[src/sv/glp_pkg.sv]
// ----------------------------------------------------------------------------
// glp_pkg: shared types and constants for the G-code line parser
// Character codes, token target and number phase codes, decimal scale table.
// ----------------------------------------------------------------------------
`default_nettype none

package glp_pkg;

	// default width of the stored parameter values
	localparam int VALUE_WIDTH = 32;
	// decimal fraction digits kept (0..6)
	localparam int FRACTION_DIGITS = 3;

	// character codes
	localparam logic [7:0] CH_G     = 8'h47;
	localparam logic [7:0] CH_X     = 8'h58;
	localparam logic [7:0] CH_Y     = 8'h59;
	localparam logic [7:0] CH_Z     = 8'h5A;
	localparam logic [7:0] CH_E     = 8'h45;
	localparam logic [7:0] CH_F     = 8'h46;
	localparam logic [7:0] CH_0     = 8'h30;
	localparam logic [7:0] CH_4     = 8'h34;
	localparam logic [7:0] CH_9     = 8'h39;
	localparam logic [7:0] CH_PLUS  = 8'h2B;
	localparam logic [7:0] CH_MINUS = 8'h2D;
	localparam logic [7:0] CH_DOT   = 8'h2E;
	localparam logic [7:0] CH_SPACE = 8'h20;
	localparam logic [7:0] CH_CR    = 8'h0D;
	localparam logic [7:0] CH_LF    = 8'h0A;

	// command code match progress; 0..4 are the matched codes
	localparam logic [2:0] MATCH_BAD = 3'd5;
	localparam logic [2:0] MATCH_G   = 3'd6;

	// parameter token targets
	localparam logic [2:0] TGT_NONE = 3'd0;
	localparam logic [2:0] TGT_X    = 3'd1;
	localparam logic [2:0] TGT_Y    = 3'd2;
	localparam logic [2:0] TGT_Z    = 3'd3;
	localparam logic [2:0] TGT_E    = 3'd4;
	localparam logic [2:0] TGT_F    = 3'd5;

	localparam int NUM_VALUES = 5;

	// number conversion phase
	typedef enum logic [1:0] {
		PH_START = 2'd0,
		PH_INT   = 2'd1,
		PH_FRAC  = 2'd2,
		PH_STOP  = 2'd3
	} phase_t;

	// one character word as held in the input register
	typedef struct packed {
		logic [7:0] char_byte;
		logic       end_of_line;
	} item_t;

	// 10^k for k = 0..6
	function automatic logic [19:0] pow10(input logic [2:0] k);
		logic [19:0] p;
		case (k)
			3'd0: p = 20'd1;
			3'd1: p = 20'd10;
			3'd2: p = 20'd100;
			3'd3: p = 20'd1000;
			3'd4: p = 20'd10000;
			3'd5: p = 20'd100000;
			3'd6: p = 20'd1000000;
			default: p = 20'd0;
		endcase
		return p;
	endfunction

endpackage

`default_nettype wire

[src/sv/glp_char_if.sv]
// ----------------------------------------------------------------------------
// glp_char_if: character input channel
// One character word per handshake, with its end-of-line mark.
// ----------------------------------------------------------------------------
`default_nettype none

interface glp_char_if;
	logic       valid;
	logic       ready;
	logic [7:0] char_byte;
	logic       end_of_line;

	modport source (output valid, output char_byte, output end_of_line, input ready);
	modport sink   (input valid, input char_byte, input end_of_line, output ready);
endinterface

`default_nettype wire

[src/sv/glp_result_if.sv]
// ----------------------------------------------------------------------------
// glp_result_if: parsed line result channel
// Stored command code, line valid flag and the five modal parameter values.
// ----------------------------------------------------------------------------
`default_nettype none

interface glp_result_if #(
	parameter int VALUE_WIDTH = glp_pkg::VALUE_WIDTH
);
	logic                          valid;
	logic                          ready;
	logic [2:0]                    command_code;
	logic                          command_valid;
	logic signed [VALUE_WIDTH-1:0] x_value;
	logic signed [VALUE_WIDTH-1:0] y_value;
	logic signed [VALUE_WIDTH-1:0] z_value;
	logic signed [VALUE_WIDTH-1:0] e_value;
	logic signed [VALUE_WIDTH-1:0] feed_value;

	modport source (output valid, output command_code, output command_valid,
		output x_value, output y_value, output z_value, output e_value,
		output feed_value, input ready);
	modport sink (input valid, input command_code, input command_valid,
		input x_value, input y_value, input z_value, input e_value,
		input feed_value, output ready);
endinterface

`default_nettype wire

[src/sv/gcode_line_parser.sv]
// ----------------------------------------------------------------------------
// gcode_line_parser: G-code command line parser, one character per word
// Takes one character word per cycle. Tokens split at space, CR and LF; the
// first token must start with G (G0..G4 give codes 0..4, any other G token
// gives 5), later X, Y, Z, E and F tokens load signed decimals scaled by
// 10^FRACTION_DIGITS with truncation of extra fraction digits and saturation.
// Code and values are modal across lines. The word marked end_of_line yields
// exactly one result word; all other words yield none. Throughput is one
// character per cycle, set by the character update in glp_core, while no
// line-end word is held back; a result word is registered after its
// end-of-line word leaves the input register. A waiting result stalls only a
// further end-of-line word, never ordinary characters.
// ----------------------------------------------------------------------------
`default_nettype none

module gcode_line_parser #(
	parameter int VALUE_WIDTH = glp_pkg::VALUE_WIDTH
) (
	input  wire logic    clk,
	input  wire logic    arst_n,
	glp_char_if.sink     chars,
	glp_result_if.source result
);

	logic                   valid_s1;
	glp_pkg::item_t         item_s1;
	logic                   advance;
	logic [2:0]             code_n;
	logic                   cmd_valid_n;
	logic [VALUE_WIDTH-1:0] vals_n [glp_pkg::NUM_VALUES];
	logic                   res_valid_q;

	// held word moves into the core unless it closes a line and the result
	// register is still occupied
	assign advance = valid_s1 && (!item_s1.end_of_line || !res_valid_q || result.ready);

	glp_in_stage u_in (
		.clk      (clk),
		.arst_n   (arst_n),
		.chars    (chars),
		.take     (advance),
		.valid_s1 (valid_s1),
		.item_s1  (item_s1)
	);

	glp_core #(
		.VALUE_WIDTH (VALUE_WIDTH)
	) u_core (
		.clk         (clk),
		.arst_n      (arst_n),
		.step        (advance),
		.item        (item_s1),
		.code_n      (code_n),
		.cmd_valid_n (cmd_valid_n),
		.vals_n      (vals_n)
	);

	// result register
	always_ff @(posedge clk or negedge arst_n) begin
		if (!arst_n) begin
			res_valid_q <= 1'b0;
		end else if (advance && item_s1.end_of_line) begin
			res_valid_q <= 1'b1;
		end else if (result.ready) begin
			res_valid_q <= 1'b0;
		end
	end

	always_ff @(posedge clk) begin
		if (advance && item_s1.end_of_line) begin
			result.command_code  <= code_n;
			result.command_valid <= cmd_valid_n;
			result.x_value       <= vals_n[0];
			result.y_value       <= vals_n[1];
			result.z_value       <= vals_n[2];
			result.e_value       <= vals_n[3];
			result.feed_value    <= vals_n[4];
		end
	end

	assign result.valid = res_valid_q;

	// a new result only follows a line-end word that moved into the core
	a_rise_from_eol: assert property (@(posedge clk) disable iff (!arst_n)
		$rose(res_valid_q) |-> $past(advance && item_s1.end_of_line))
		else $error("result raised without a line-end step");

	// a waiting result is never overwritten
	a_no_overwrite: assert property (@(posedge clk) disable iff (!arst_n)
		(res_valid_q && !result.ready && valid_s1 && item_s1.end_of_line) |-> !advance)
		else $error("line-end step while result pending");

	// input only stalls with a word held
	a_stall_held: assert property (@(posedge clk) disable iff (!arst_n)
		!chars.ready |-> valid_s1)
		else $error("input stalled with empty register");

endmodule

`default_nettype wire

[src/sv/glp_in_stage.sv]
// ----------------------------------------------------------------------------
// glp_in_stage: input register
// Holds one character word; refills in the same cycle the held word moves on.
// ----------------------------------------------------------------------------
`default_nettype none

module glp_in_stage (
	input  wire logic          clk,
	input  wire logic          arst_n,
	glp_char_if.sink           chars,
	input  wire logic          take,
	output logic               valid_s1,
	output glp_pkg::item_t     item_s1
);

	assign chars.ready = !valid_s1 || take;

	always_ff @(posedge clk or negedge arst_n) begin
		if (!arst_n) begin
			valid_s1 <= 1'b0;
		end else if (chars.ready) begin
			valid_s1 <= chars.valid;
		end
	end

	always_ff @(posedge clk) begin
		if (chars.valid && chars.ready) begin
			item_s1.char_byte   <= chars.char_byte;
			item_s1.end_of_line <= chars.end_of_line;
		end
	end

endmodule

`default_nettype wire

[src/sv/glp_core.sv]
// ----------------------------------------------------------------------------
// glp_core: tokenizer, command matcher and decimal accumulator
// Updates the line state for one character per step and presents the stored
// code and values as they stand after that character.
// ----------------------------------------------------------------------------
`default_nettype none

module glp_core #(
	parameter int VALUE_WIDTH = glp_pkg::VALUE_WIDTH
) (
	input  wire logic                           clk,
	input  wire logic                           arst_n,
	input  wire logic                           step,
	input  wire glp_pkg::item_t                 item,
	output logic [2:0]                          code_n,
	output logic                                cmd_valid_n,
	output logic [VALUE_WIDTH-1:0]              vals_n [glp_pkg::NUM_VALUES]
);

	// sum width: CAP*10 plus the largest digit term
	localparam int SW = VALUE_WIDTH + 24;
	localparam logic [SW-1:0] CAP = SW'(1) << (VALUE_WIDTH - 1);
	localparam logic [2:0] FD = 3'(glp_pkg::FRACTION_DIGITS);

	logic                   in_token_q, first_q, rej_q;
	logic [2:0]             match_q, target_q, fc_q, code_q;
	glp_pkg::phase_t        phase_q;
	logic                   neg_q;
	// magnitude already scaled to thousandths (or the chosen scale), capped at CAP
	logic [VALUE_WIDTH-1:0] acc_q;
	logic [VALUE_WIDTH-1:0] vals_q [glp_pkg::NUM_VALUES];

	logic                   in_token_m, first_m, rej_m, neg_m;
	logic [2:0]             match_m, target_m, fc_m;
	glp_pkg::phase_t        phase_m;
	logic [VALUE_WIDTH-1:0] acc_m;

	logic [7:0]             c;
	logic                   is_sep, is_digit, do_fin;
	logic [3:0]             dig;
	logic [2:0]             fexp;
	logic [23:0]            dterm;
	logic [SW-1:0]          sum;
	logic [VALUE_WIDTH-1:0] clamped;

	assign c        = item.char_byte;
	assign is_sep   = (c == glp_pkg::CH_SPACE) || (c == glp_pkg::CH_CR) || (c == glp_pkg::CH_LF);
	assign is_digit = (c >= glp_pkg::CH_0) && (c <= glp_pkg::CH_9);
	assign dig      = 4'(c - glp_pkg::CH_0);

	// integer digits add d*10^F after *10, fraction digits add d*10^(F-1-fc)
	always_comb begin
		if (phase_q == glp_pkg::PH_FRAC && fc_q < FD) begin
			fexp = 3'(FD - fc_q - 3'd1);
		end else begin
			fexp = FD;
		end
		dterm = 24'(dig) * 24'(glp_pkg::pow10(fexp));
		if (phase_q == glp_pkg::PH_FRAC) begin
			sum = SW'(acc_q) + SW'(dterm);
		end else begin
			sum = (SW'(acc_q) << 3) + (SW'(acc_q) << 1) + SW'(dterm);
		end
	end

	always_comb begin
		in_token_m = in_token_q;
		first_m    = first_q;
		rej_m      = rej_q;
		match_m    = match_q;
		target_m   = target_q;
		acc_m      = acc_q;
		phase_m    = phase_q;
		neg_m      = neg_q;
		fc_m       = fc_q;
		do_fin     = 1'b0;

		if (!rej_q) begin
			if (is_sep) begin
				do_fin = in_token_q;
			end else if (in_token_q) begin
				if (first_q) begin
					if (match_q == glp_pkg::MATCH_G && c >= glp_pkg::CH_0 && c <= glp_pkg::CH_4) begin
						match_m = 3'(c - glp_pkg::CH_0);
					end else begin
						match_m = glp_pkg::MATCH_BAD;
					end
				end else if (target_q != glp_pkg::TGT_NONE && phase_q != glp_pkg::PH_STOP) begin
					if (phase_q == glp_pkg::PH_START &&
							(c == glp_pkg::CH_PLUS || c == glp_pkg::CH_MINUS)) begin
						phase_m = glp_pkg::PH_INT;
						neg_m   = (c == glp_pkg::CH_MINUS);
					end else if (is_digit && phase_q != glp_pkg::PH_FRAC) begin
						acc_m   = (sum > CAP) ? CAP[VALUE_WIDTH-1:0] : sum[VALUE_WIDTH-1:0];
						phase_m = glp_pkg::PH_INT;
					end else if (c == glp_pkg::CH_DOT && phase_q != glp_pkg::PH_FRAC) begin
						phase_m = glp_pkg::PH_FRAC;
					end else if (is_digit) begin
						if (fc_q < FD) begin
							acc_m = (sum > CAP) ? CAP[VALUE_WIDTH-1:0] : sum[VALUE_WIDTH-1:0];
							fc_m  = fc_q + 3'd1;
						end
					end else begin
						phase_m = glp_pkg::PH_STOP;
					end
				end
			end else begin
				// token start
				if (first_q) begin
					if (c != glp_pkg::CH_G) begin
						rej_m   = 1'b1;
						first_m = 1'b0;
					end else begin
						match_m    = glp_pkg::MATCH_G;
						in_token_m = 1'b1;
					end
				end else begin
					case (c)
						glp_pkg::CH_X: target_m = glp_pkg::TGT_X;
						glp_pkg::CH_Y: target_m = glp_pkg::TGT_Y;
						glp_pkg::CH_Z: target_m = glp_pkg::TGT_Z;
						glp_pkg::CH_E: target_m = glp_pkg::TGT_E;
						glp_pkg::CH_F: target_m = glp_pkg::TGT_F;
						default:       target_m = glp_pkg::TGT_NONE;
					endcase
					acc_m      = '0;
					phase_m    = glp_pkg::PH_START;
					neg_m      = 1'b0;
					fc_m       = 3'd0;
					in_token_m = 1'b1;
				end
			end
			// line end closes an open token too
			if (item.end_of_line && !is_sep && in_token_m) begin
				do_fin = 1'b1;
			end
		end
	end

	// saturate to the signed range; acc never exceeds CAP
	always_comb begin
		if (neg_m) begin
			clamped = VALUE_WIDTH'(0) - acc_m;
		end else if (acc_m[VALUE_WIDTH-1]) begin
			clamped = {1'b0, {(VALUE_WIDTH-1){1'b1}}};
		end else begin
			clamped = acc_m;
		end
	end

	always_comb begin
		code_n = code_q;
		for (int i = 0; i < glp_pkg::NUM_VALUES; i++) begin
			vals_n[i] = vals_q[i];
		end
		if (do_fin && first_m) begin
			code_n = (match_m <= 3'd4) ? match_m : glp_pkg::MATCH_BAD;
		end else if (do_fin) begin
			for (int i = 0; i < glp_pkg::NUM_VALUES; i++) begin
				if (target_m == 3'(i + 1)) begin
					vals_n[i] = clamped;
				end
			end
		end
		cmd_valid_n = !rej_m && !(first_m && !do_fin);
	end

	always_ff @(posedge clk or negedge arst_n) begin
		if (!arst_n) begin
			in_token_q <= 1'b0;
			first_q    <= 1'b1;
			rej_q      <= 1'b0;
			match_q    <= 3'd0;
			target_q   <= glp_pkg::TGT_NONE;
			acc_q      <= '0;
			phase_q    <= glp_pkg::PH_START;
			neg_q      <= 1'b0;
			fc_q       <= 3'd0;
			code_q     <= glp_pkg::MATCH_BAD;
			for (int i = 0; i < glp_pkg::NUM_VALUES; i++) begin
				vals_q[i] <= '0;
			end
		end else if (step) begin
			code_q <= code_n;
			for (int i = 0; i < glp_pkg::NUM_VALUES; i++) begin
				vals_q[i] <= vals_n[i];
			end
			if (item.end_of_line) begin
				in_token_q <= 1'b0;
				first_q    <= 1'b1;
				rej_q      <= 1'b0;
				match_q    <= 3'd0;
				target_q   <= glp_pkg::TGT_NONE;
				acc_q      <= '0;
				phase_q    <= glp_pkg::PH_START;
				neg_q      <= 1'b0;
				fc_q       <= 3'd0;
			end else begin
				in_token_q <= do_fin ? 1'b0 : in_token_m;
				first_q    <= do_fin ? 1'b0 : first_m;
				rej_q      <= rej_m;
				match_q    <= match_m;
				target_q   <= do_fin ? glp_pkg::TGT_NONE : target_m;
				acc_q      <= acc_m;
				phase_q    <= phase_m;
				neg_q      <= neg_m;
				fc_q       <= fc_m;
			end
		end
	end

endmodule

`default_nettype wire
[src/flat_wrapper.sv]
// flat-port wrapper written by rule: the top's interface ports become plain ports
module gcode_line_parser_flat 
#(
	parameter int VALUE_WIDTH = glp_pkg::VALUE_WIDTH
)
  (clk, arst_n, chars_valid, chars_char_byte, chars_end_of_line, chars_ready, result_valid, result_command_code, result_command_valid, result_x_value, result_y_value, result_z_value, result_e_value, result_feed_value, result_ready);
  glp_char_if chars_i ();
  glp_result_if #(.VALUE_WIDTH(VALUE_WIDTH)) result_i ();
  input  wire logic clk;
  input  wire logic arst_n;
  input wire logic [$bits(chars_i.valid)-1:0] chars_valid;
  input wire logic [$bits(chars_i.char_byte)-1:0] chars_char_byte;
  input wire logic [$bits(chars_i.end_of_line)-1:0] chars_end_of_line;
  output wire logic [$bits(chars_i.ready)-1:0] chars_ready;
  output wire logic [$bits(result_i.valid)-1:0] result_valid;
  output wire logic [$bits(result_i.command_code)-1:0] result_command_code;
  output wire logic [$bits(result_i.command_valid)-1:0] result_command_valid;
  output wire logic [$bits(result_i.x_value)-1:0] result_x_value;
  output wire logic [$bits(result_i.y_value)-1:0] result_y_value;
  output wire logic [$bits(result_i.z_value)-1:0] result_z_value;
  output wire logic [$bits(result_i.e_value)-1:0] result_e_value;
  output wire logic [$bits(result_i.feed_value)-1:0] result_feed_value;
  input wire logic [$bits(result_i.ready)-1:0] result_ready;
  assign chars_i.valid = chars_valid;
  assign chars_i.char_byte = chars_char_byte;
  assign chars_i.end_of_line = chars_end_of_line;
  assign chars_ready = chars_i.ready;
  assign result_valid = result_i.valid;
  assign result_command_code = result_i.command_code;
  assign result_command_valid = result_i.command_valid;
  assign result_x_value = result_i.x_value;
  assign result_y_value = result_i.y_value;
  assign result_z_value = result_i.z_value;
  assign result_e_value = result_i.e_value;
  assign result_feed_value = result_i.feed_value;
  assign result_i.ready = result_ready;
  gcode_line_parser #(.VALUE_WIDTH(VALUE_WIDTH)) u_core (.clk(clk), .arst_n(arst_n), .chars(chars_i), .result(result_i));
endmodule
[config.mk]
export PLATFORM = sky130hd
export DESIGN_NAME = gcode_line_parser_flat
export DESIGN_NICKNAME = d
export VERILOG_FILES = /design/src/sv/glp_pkg.sv /design/src/sv/glp_char_if.sv /design/src/sv/glp_result_if.sv /design/src/sv/gcode_line_parser.sv /design/src/sv/glp_in_stage.sv /design/src/sv/glp_core.sv /design/src/flat_wrapper.sv
export SDC_FILE = /design/constraint.sdc
export NUM_CORES = 1
export LEC_CHECK = 0
export BUFFER_PORTS_ARGS = -buffer_cell sky130_fd_sc_hd__buf_2
export CAP_MARGIN = 25
export CORE_MARGIN = 2
export CORE_UTILIZATION = 28
export DETAILED_ROUTE_END_ITERATION = 6
export GPL_ROUTABILITY_DRIVEN = 0
export GPL_TIMING_DRIVEN = 0
export PLACE_DENSITY = 0.5
export SLEW_MARGIN = 20
export SYNTH_ARGS = -nofsm -noshare
export SYNTH_HDL_FRONTEND = slang
export SYNTH_SLANG_ARGS = --single-unit
[constraint.sdc]
create_clock -name clk -period 15.36 [get_ports clk]
set_input_delay 1.536 -clock clk [delete_from_list [all_inputs] [get_ports clk]]
set_output_delay 1.536 -clock clk [all_outputs]
set_load 0.005 [all_outputs]
# Word level (Yosys, flattened, before mapping)
# Cells that the tools add are included.
[op_classes]
n_mul = 1
n_addsub = 8
n_lt_le_gt_ge = 6
eq_ne = 38
mux = 98
n_reduce_logical = 36
[op_table]
columns = ["cell", "count"]
rows = [
  ["$mux 32", 19],
  ["$mux 160", 2],
  ["$pmux 20 s7", 1],
  ["$mux 3", 29],
  ["$gt 56x32->1 const B", 1],
  ["$eq 8x7->1 const B", 5],
  ["$add 36x24->37", 1],
  ["$mux 37", 1],
  ["$add 35x33->36", 1],
  ["$add 32x24->33", 1],
  ["$mux 1", 33],
  ["$eq 8x6->1 const B", 4],
  ["$sub 1x32->32 const A", 1],
  ["$mux 31", 1],
  ["$mul 4x20->24", 1],
  ["$mux 2", 11],
  ["$eq 3x3->1 const B", 6],
  ["$eq 8x4->1 const B", 2],
  ["$le 8x6->1 const B", 2],
  ["$logic_and 1x1->1", 16],
  ["$pmux 3 s5", 1],
  ["$eq 3x2->1 const B", 4],
  ["$ne 3x1->1 const B", 4],
  ["$reduce_and 10->1", 1],
  ["other kinds (22)", 39],
]
[word_totals]
input_bits = 13
output_inout_bits = 166
regBits = 385
elab_cells = 213

# Longest topological paths before layout
# Gate-level depths: netlist of the first run.
[depth]
word_depth = 25
depth_mapped = 55
mapped_depth_nobuf = 46

# Hierarchy
# A second synthesis of the first run with hierarchy kept.
[hier_totals]
hier_cells = 2360
hier_area_um2 = 24432.2
[modules_own_cells]
columns = ["mod", "instances", "seq_area_each_um2", "area_each_um2", "cells_each"]
rows = [
  ["glp_core", 1, 5258.8, 19119.6, 2177],
  ["gcode_line_parser", 1, 4949.7, 4988.5, 170],
  ["glp_in_stage", 1, 295.3, 324.1, 13],
]

# Worst setup path after synthesis of the first run
# Ideal clock, no wire load.
[synth_path]
kind = "register to register"
startpoint = "reg u_core.u_core.phase_q[1]"
endpoint = "reg u_core.result.e_value[30], data pin"
path_stages_with_launch = 54
slack_ps = 3538
path_buffers = 10
period_less_slack_ps = 11822
setup_time_ps = 269
arrival_ps = 11553
required_time_ps = 15091
path_cell_list = "dfrtp_1 > nor2b_1 > clkbuf_1 > clkbuf_1 > clkbuf_1 > buf_1 > buf_1 > nand2_1 > clkbuf_1 > nor4_1 > nand2_1 > fa_1 > fa_1 > fa_1 > nor2b_1 > o21ai_0 > a21boi_0 > o21ai_0 > (+18 left out) > o21ai_0 > a311oi_1 > a211oi_1 > or3_1 > nor4_2 > nand3_2 > a211oi_2 > buf_4 > buf_2 > a22oi_1 > ha_1 > nand4_1 > or2_2 > buf_2 > nor3_4 > and4_4 > o32ai_4 > o21ai_1"
[synth_lines]
columns = ["item", "line_no", "text"]
rows = [
  ["from (decl)", "glp_core.sv:27", "glp_pkg::phase_t phase_q;"],
  ["from (signal assigned)", "glp_core.sv:176", "phase_q <= glp_pkg::PH_START;"],
  ["from (signal assigned)", "glp_core.sv:195", "phase_q <= glp_pkg::PH_START;"],
  ["from (signal assigned)", "glp_core.sv:205", "phase_q <= phase_m;"],
  ["to (signal assigned)", "gcode_line_parser.sv:76", "result.e_value <= vals_n[3];"],
  ["to (decl)", "glp_result_if.sv:21", "output x_value, output y_value, output z_value, output e_value,"],
]

==> impl_metrics.ini, run 1 <==
[grt]
antenna_found_initial = 1
overflow = 0
grt_max_degree = 86
grt_pass1_vias = 19610
grt_pass1_wl_um = 120200
grt_usage_pct = 17.26

[worst_setup_path]
endpoint_kind = flop
cpPeakStageDelay_ps = 1000
crit_family = compound AO/OA/AOI/OAI gates
critPathLaunchType = flop
crit_top_cell = o21ai_0
worstPathRequired_ps = 15580
cp-startpoint = u_core.u_core.phase_q[1]
cp_max_fo = 19
worst-endpoint-arrival_ps = 14420
reg2reg_from = u_core.u_core.phase_q[1]
critPathBufInv = 8
cpMaxStageDelayCell = o22ai_1
criticalPathCategory = reg2reg

[timing]
clock_skew_ps = 28.48
rsz0062_at_grt = false
finalHoldViolCount = 0
slew_viol_final = 0
fin_hold_ws_ps = 471.3
slew_headroom_pct = 21.49
worst_pin_slew_ps = 1162
period_needed_ps = 14200
setup_violations = 0
setup_slack_ps = 1164
fmax_ghz = 0.07044
period_share_pct = 92.42

[logic_synthesis]
syn_nets = 2704
yosys.area_share.simple_pct = 16.14
ys_top_cells_by_area = dfrtp_1 22%, edfxtp_1 22%, nand2_1 6.5%
synth_edf_count = 173
synth_compound_area_share_pct = 18.66
synthAdderAreaFrac_pct = 9.737
synth_top_family_by_area = compound AO/OA/AOI/OAI gates
syn_area_per_cell_um2 = 9.489
yosysWarnings = 0
syn_inst = 2535
synth_top_area_cell = dfrtp_1
synth_seq_cells = 385
synthDistinctLibCells = 106
synth_flop_cell = dfrtp_1
synth_xor_area_share_pct = 2.986
synthMuxAreaShare_pct = 4.322
synth_top_area_share_pct = 21.74
yosysSeqAreaShare_pct = 43.67
synthArstFlopShare_pct = 55.06
syn_area_mm2 = 0.02405

[clocking]
cts_root_buffer = clkbuf_16
cts_hold_buf = 0
cts_sinks = 385
cts_buffer_depth = 3
clkLatencyLatePin_ps = 560
htreeDepth = 2
cts_tree = built
cts_made_buffers = 41
clk_pin_slew_worst_paths_ps = 60

[drt]
wl_per_cell_um = 19.75
ant_nets = 0
drt_iter0_drc = 1539
drt-total-wl_um = 77930
drc = 0
viasPerCell = 5.075
firstDrtPassIters = 6
vias = 20020

[floorplanning]
initial_core_util_pct = 28.25
rows = 107
die_h_um = 297.1
dieArea_mm2 = 0.08827
fp.coreArea_mm2 = 0.08515
die_w_um = 297.1
io_pins = 179

[power_and_ir_drop]
power_leakage_nw = 11.89
power_density_mw_per_mm2 = 93.08
peakVddDrop_v = 0.00007864

[place]
place_inst = 3863
port_buffers = 178
place_area_mm2 = 0.02652
place_hpwl_um = 59900
dpl_worst_slack_ps = -809.3

[finish]
syn_to_final_growth_pct = 16.31
fillers = 8972
drive_gt1_share_pct = 14.96
multi_input_area_mm2 = 0.01254
final_cells = 3945
seqCellArea_mm2 = 0.01050
fin_util_pct = 32.86
nNetsFinal = 2936
design_area_mm2 = 0.02798

[worst_hold_path]
hold_class = reg2reg
min_from = u_core.u_core.code_q[2]

[run_status]
outcome = completed

[job]
maxCapViolCount = 0
## flip-flops by register name (all words and copies together) (netlist names), 2 cells and up
register,flops
u_core.u_core.vals_q,160
u_core.result.e_value,32
u_core.result.feed_value,32
u_core.result.x_value,32
u_core.result.y_value,32
u_core.result.z_value,32
u_core.u_core.acc_q,32
u_core.u_in.item_s1,9
u_core.result.command_code,3
u_core.u_core.code_q,3
u_core.u_core.fc_q,3
u_core.u_core.match_q,3
u_core.u_core.target_q,3
u_core.u_core.phase_q,2
## worst reg2reg max path: cells and delay by family, from the launching register on
| kind | cells | cell delay, ps |
|---|---|---|
| and+or+nand+nor | 9 | 2380 |
| DFF | 1 | 440 |
| AOI/OAI and AO/OA | 23 | 6130 |
| adders and majority gates | 5 | 2310 |
| buffers and inverters | 8 | 2320 |
| xor gates and xnor gates | 1 | 270 |
## path summary, 6_finish.rpt
path / depth (start not counted) / endpoint / slack (ps)
worst max-delay path: 46 / u_core.result.y_value[15] / 1160
worst min-delay path: 2 / u_core.u_core.code_q[2] / 470
worst max register to register: 46 / u_core.result.y_value[15] / 1160
worst min register to register: 2 / u_core.u_core.code_q[2] / 470
max in group asynchronous: 3 / u_core.u_core.vals_q[4] / 13200
min in group asynchronous: 1 / u_core.u_core.vals_q[75] / 950
## area by class of cell
class	count	share of cell area [%]
inverters	143	1.945
flip-flops and latches	385	37.54
clock buffers	55	3.967
repair buffers	190	3.792
clock inverters	21	0.8676
well taps	1144	5.116
diodes	1	0.008945
plain buffers	136	1.950
multi-input cells	1870	44.81
## what timing repair did
action,CTS,global route
endpoints found under the setup margin,206,232
pin swaps,0,1
resized for setup,4,10
buffers inserted,0,1
## placed cells by master, fill, tap and decap left out, types with 33 or more instances in the layout
cell type	instances
and2_1	33
ha_1	104
nand3_1	49
dfrtp_1	209
fa_1	52
clkbuf_16	42
a21oi_1	115
o21ai_0	298
xnor2_1	46
inv_1	142
nand2_1	415
nor2_1	122
clkbuf_1	116
xor2_1	35
buf_2	194
edfxtp_1	173
mux2_2	77
## logic make-up after synthesis
kind of cell,Yosys count
flops,385
simple gates,826
xor+xnor,82
mux,93
compound gates,713
fa+ha+maj,156
buf+inv,280
## where the power goes
part,switching (mW),internal [mW]
logic,0.305,0.147
registers,0.0209,1.12
clock network,0.432,0.582
## cell usage after synthesis, drive strengths merged (50+ instances only)
library cell  count
nand3            50
nor2            124
clkbuf          107
inv             143
edfxtp          173
mux2             77
ha              104
fa               52
o21ai           337
nand2           415
dfrtp           209
a21oi           119
## metal layers
metal  up-vias  GRT usage, %  routed length [um]
met5         -             0                  11
met4         2         3.632                1615
met3        90         1.987                3299
met2       502         27.81               35400
met1      9878         24.87               37600
li1       9548             -                   -
## through the flow
step           power (mW)  TNS [ps]
2_1_floorplan       1.455         0
3_3_place_gp        1.607   -109810
3_5_place_dp        1.604    -77030
4_1_cts             2.620         0
5_1_grt             2.720         0
6_report            2.604         0
No activity file was read; power rests on OpenSTA's default activity.
==> inputs of run 2 (changes only) <==
- PLACE_DENSITY: 0.5 -> 0.46
==> impl_metrics.ini, run 2 (synthesis gave the netlist of run 1 again) <==
[run_status]
outcome = completed

[grt]
grt_pass1_vias = 19530
antenna_found_initial = 0
grt_usage_pct = 17.73
grt_max_degree = 111
overflow = 0
grt_pass1_wl_um = 121900

[floorplanning]
initial_core_util_pct = 28.25
die_w_um = 297.1
dieArea_mm2 = 0.08827
rows = 107
fp.coreArea_mm2 = 0.08515
io_pins = 179
die_h_um = 297.1

[clocking]
cts_sinks = 385
cts_made_buffers = 43
htreeDepth = 2
clkLatencyLatePin_ps = 580
clk_pin_slew_worst_paths_ps = 60
cts_tree = built
cts_root_buffer = clkbuf_16
cts_buffer_depth = 3

[power_and_ir_drop]
swShare_pct = 29.05
combPwrFrac_pct = 16.8
switchingPower_mw = 0.7776
peakVddDrop_v = 0.00006746
p_clk_share_pct = 40.6
power_density_mw_per_mm2 = 95.12
seqPwrFrac_pct = 42.6
p_int_mw = 1.899
power_leakage_nw = 11.95

[worst_setup_path]
worst-r2r-setup-slack_ps = 990
cp_max_fo = 10
critPathBufInv = 11
cpMaxStageDelayCell = or4b_1
criticalPathCategory = reg2reg
crit_top_cell = o21ai_0
endpoint_kind = flop
reg2reg_from = u_core.u_core.phase_q[1]
cpPeakStageDelay_ps = 550
worstPathRequired_ps = 15640
cp-startpoint = u_core.u_core.phase_q[1]
worst-endpoint-arrival_ps = 14660
critPathLaunchType = flop
crit_family = compound AO/OA/AOI/OAI gates

[drt]
viasPerCell = 5.135
drt-total-wl_um = 80660
wl_per_cell_um = 20.45
drt_iter0_drc = 1666
vias = 20260
drc = 0
ant_nets = 0
firstDrtPassIters = 6

[finish]
fillers = 8921
design_area_mm2 = 0.02814
layout_commonest_cell = nand2_1
largest-register = u_core.u_core.vals_q
drive_gt1_share_pct = 15.57
seqCellArea_mm2 = 0.01050
largest_reg_flops = 160
nNetsFinal = 2935
layout_common_cells = 415 x nand2_1, 298 x o21ai_0, 209 x dfrtp_1
multi_input_area_mm2 = 0.01258
diodes = 0
syn_to_final_growth_pct = 16.99
fin_util_pct = 33.05

[job]
maxCapViolCount = 0

[timing]
worst_pin_slew_ps = 1115
fin_hold_ws_ps = 465.8
slew_headroom_pct = 25.54
clock_skew_ps = 30.52
setup_slack_ps = 989.3
fmax_ghz = 0.06959
period_share_pct = 93.56
period_needed_ps = 14370
setup_violations = 0
setup_tns_ps = 0
slew_viol_final = 0
finalHoldViolCount = 0

[place]
dpl_worst_slack_ps = -781.7
place_hpwl_um = 62140
place_area_mm2 = 0.02652
port_buffers = 178

[worst_hold_path]
min_from = u_core.u_core.code_q[2]
hold_class = reg2reg
run 2: what timing repair did:
action | in CTS | in global routing
pin swaps | 0 | 2
gates cloned | 0 | 0
setup endpoints to repair | 169 | 300
setup buffers | 0 | 3
resized for setup | 6 | 16
hold buffers | 0 | 0
run 2: power by group through the flow:
stage,combinational [mW],sequential [mW],clock [mW]
2_1_floorplan,0.297,1.16,0
3_3_place_gp,0.439,1.16,0
3_5_place_dp,0.447,1.16,0
4_1_cts,0.449,1.14,1.11
5_1_grt,0.500,1.14,1.16
6_report,0.450,1.14,1.09
run 2: worst register-to-register path: cells and delay by family, from the launching register on:
kind	cells	cell delay, ps
buf+inv	11	3150
flops	1	460
xor+xnor	2	510
fa+ha+maj	6	2640
simple gates	12	3020
compound gates	21	4320
run 2: cell type report:
class / instances / share of cell area (%)
clock inverter: 29 / 1.303
buffer: 137 / 1.965
timing repair buffer: 186 / 3.672
inverter: 143 / 1.934
clock buffer: 51 / 4.001
multi-input combinational: 1870 / 44.71
sequential: 385 / 37.32
tap: 1144 / 5.086
run 2: worst paths after layout:
path / to / cells past startpoint
min reg2reg: u_core.u_core.code_q[2] / 2
max reg2reg: u_core.result.y_value[24] / 52
min in group asynchronous: u_core.u_core.vals_q[75] / 1
max: u_core.result.y_value[24] / 52
max in group asynchronous: u_core.u_core.vals_q[155] / 2
min: u_core.u_core.code_q[2] / 2
run 2: stage by stage:
step / total power [mW] / std cells
floorplan: 1.455 / 2535
global placement: 1.603 / 3857
detailed placement: 1.606 / 3860
CTS: 2.702 / 3940
global route: 2.800 / 3945
finish: 2.677 / 3945
run 2: routing by layer:
metal	track usage (%)	wire, um	vias up
li1	-	-	9537
met1	24.39	36590	9994
met2	29.10	37580	622
met3	2.308	4205	105
met4	5.159	2275	0
met5	0	0	-
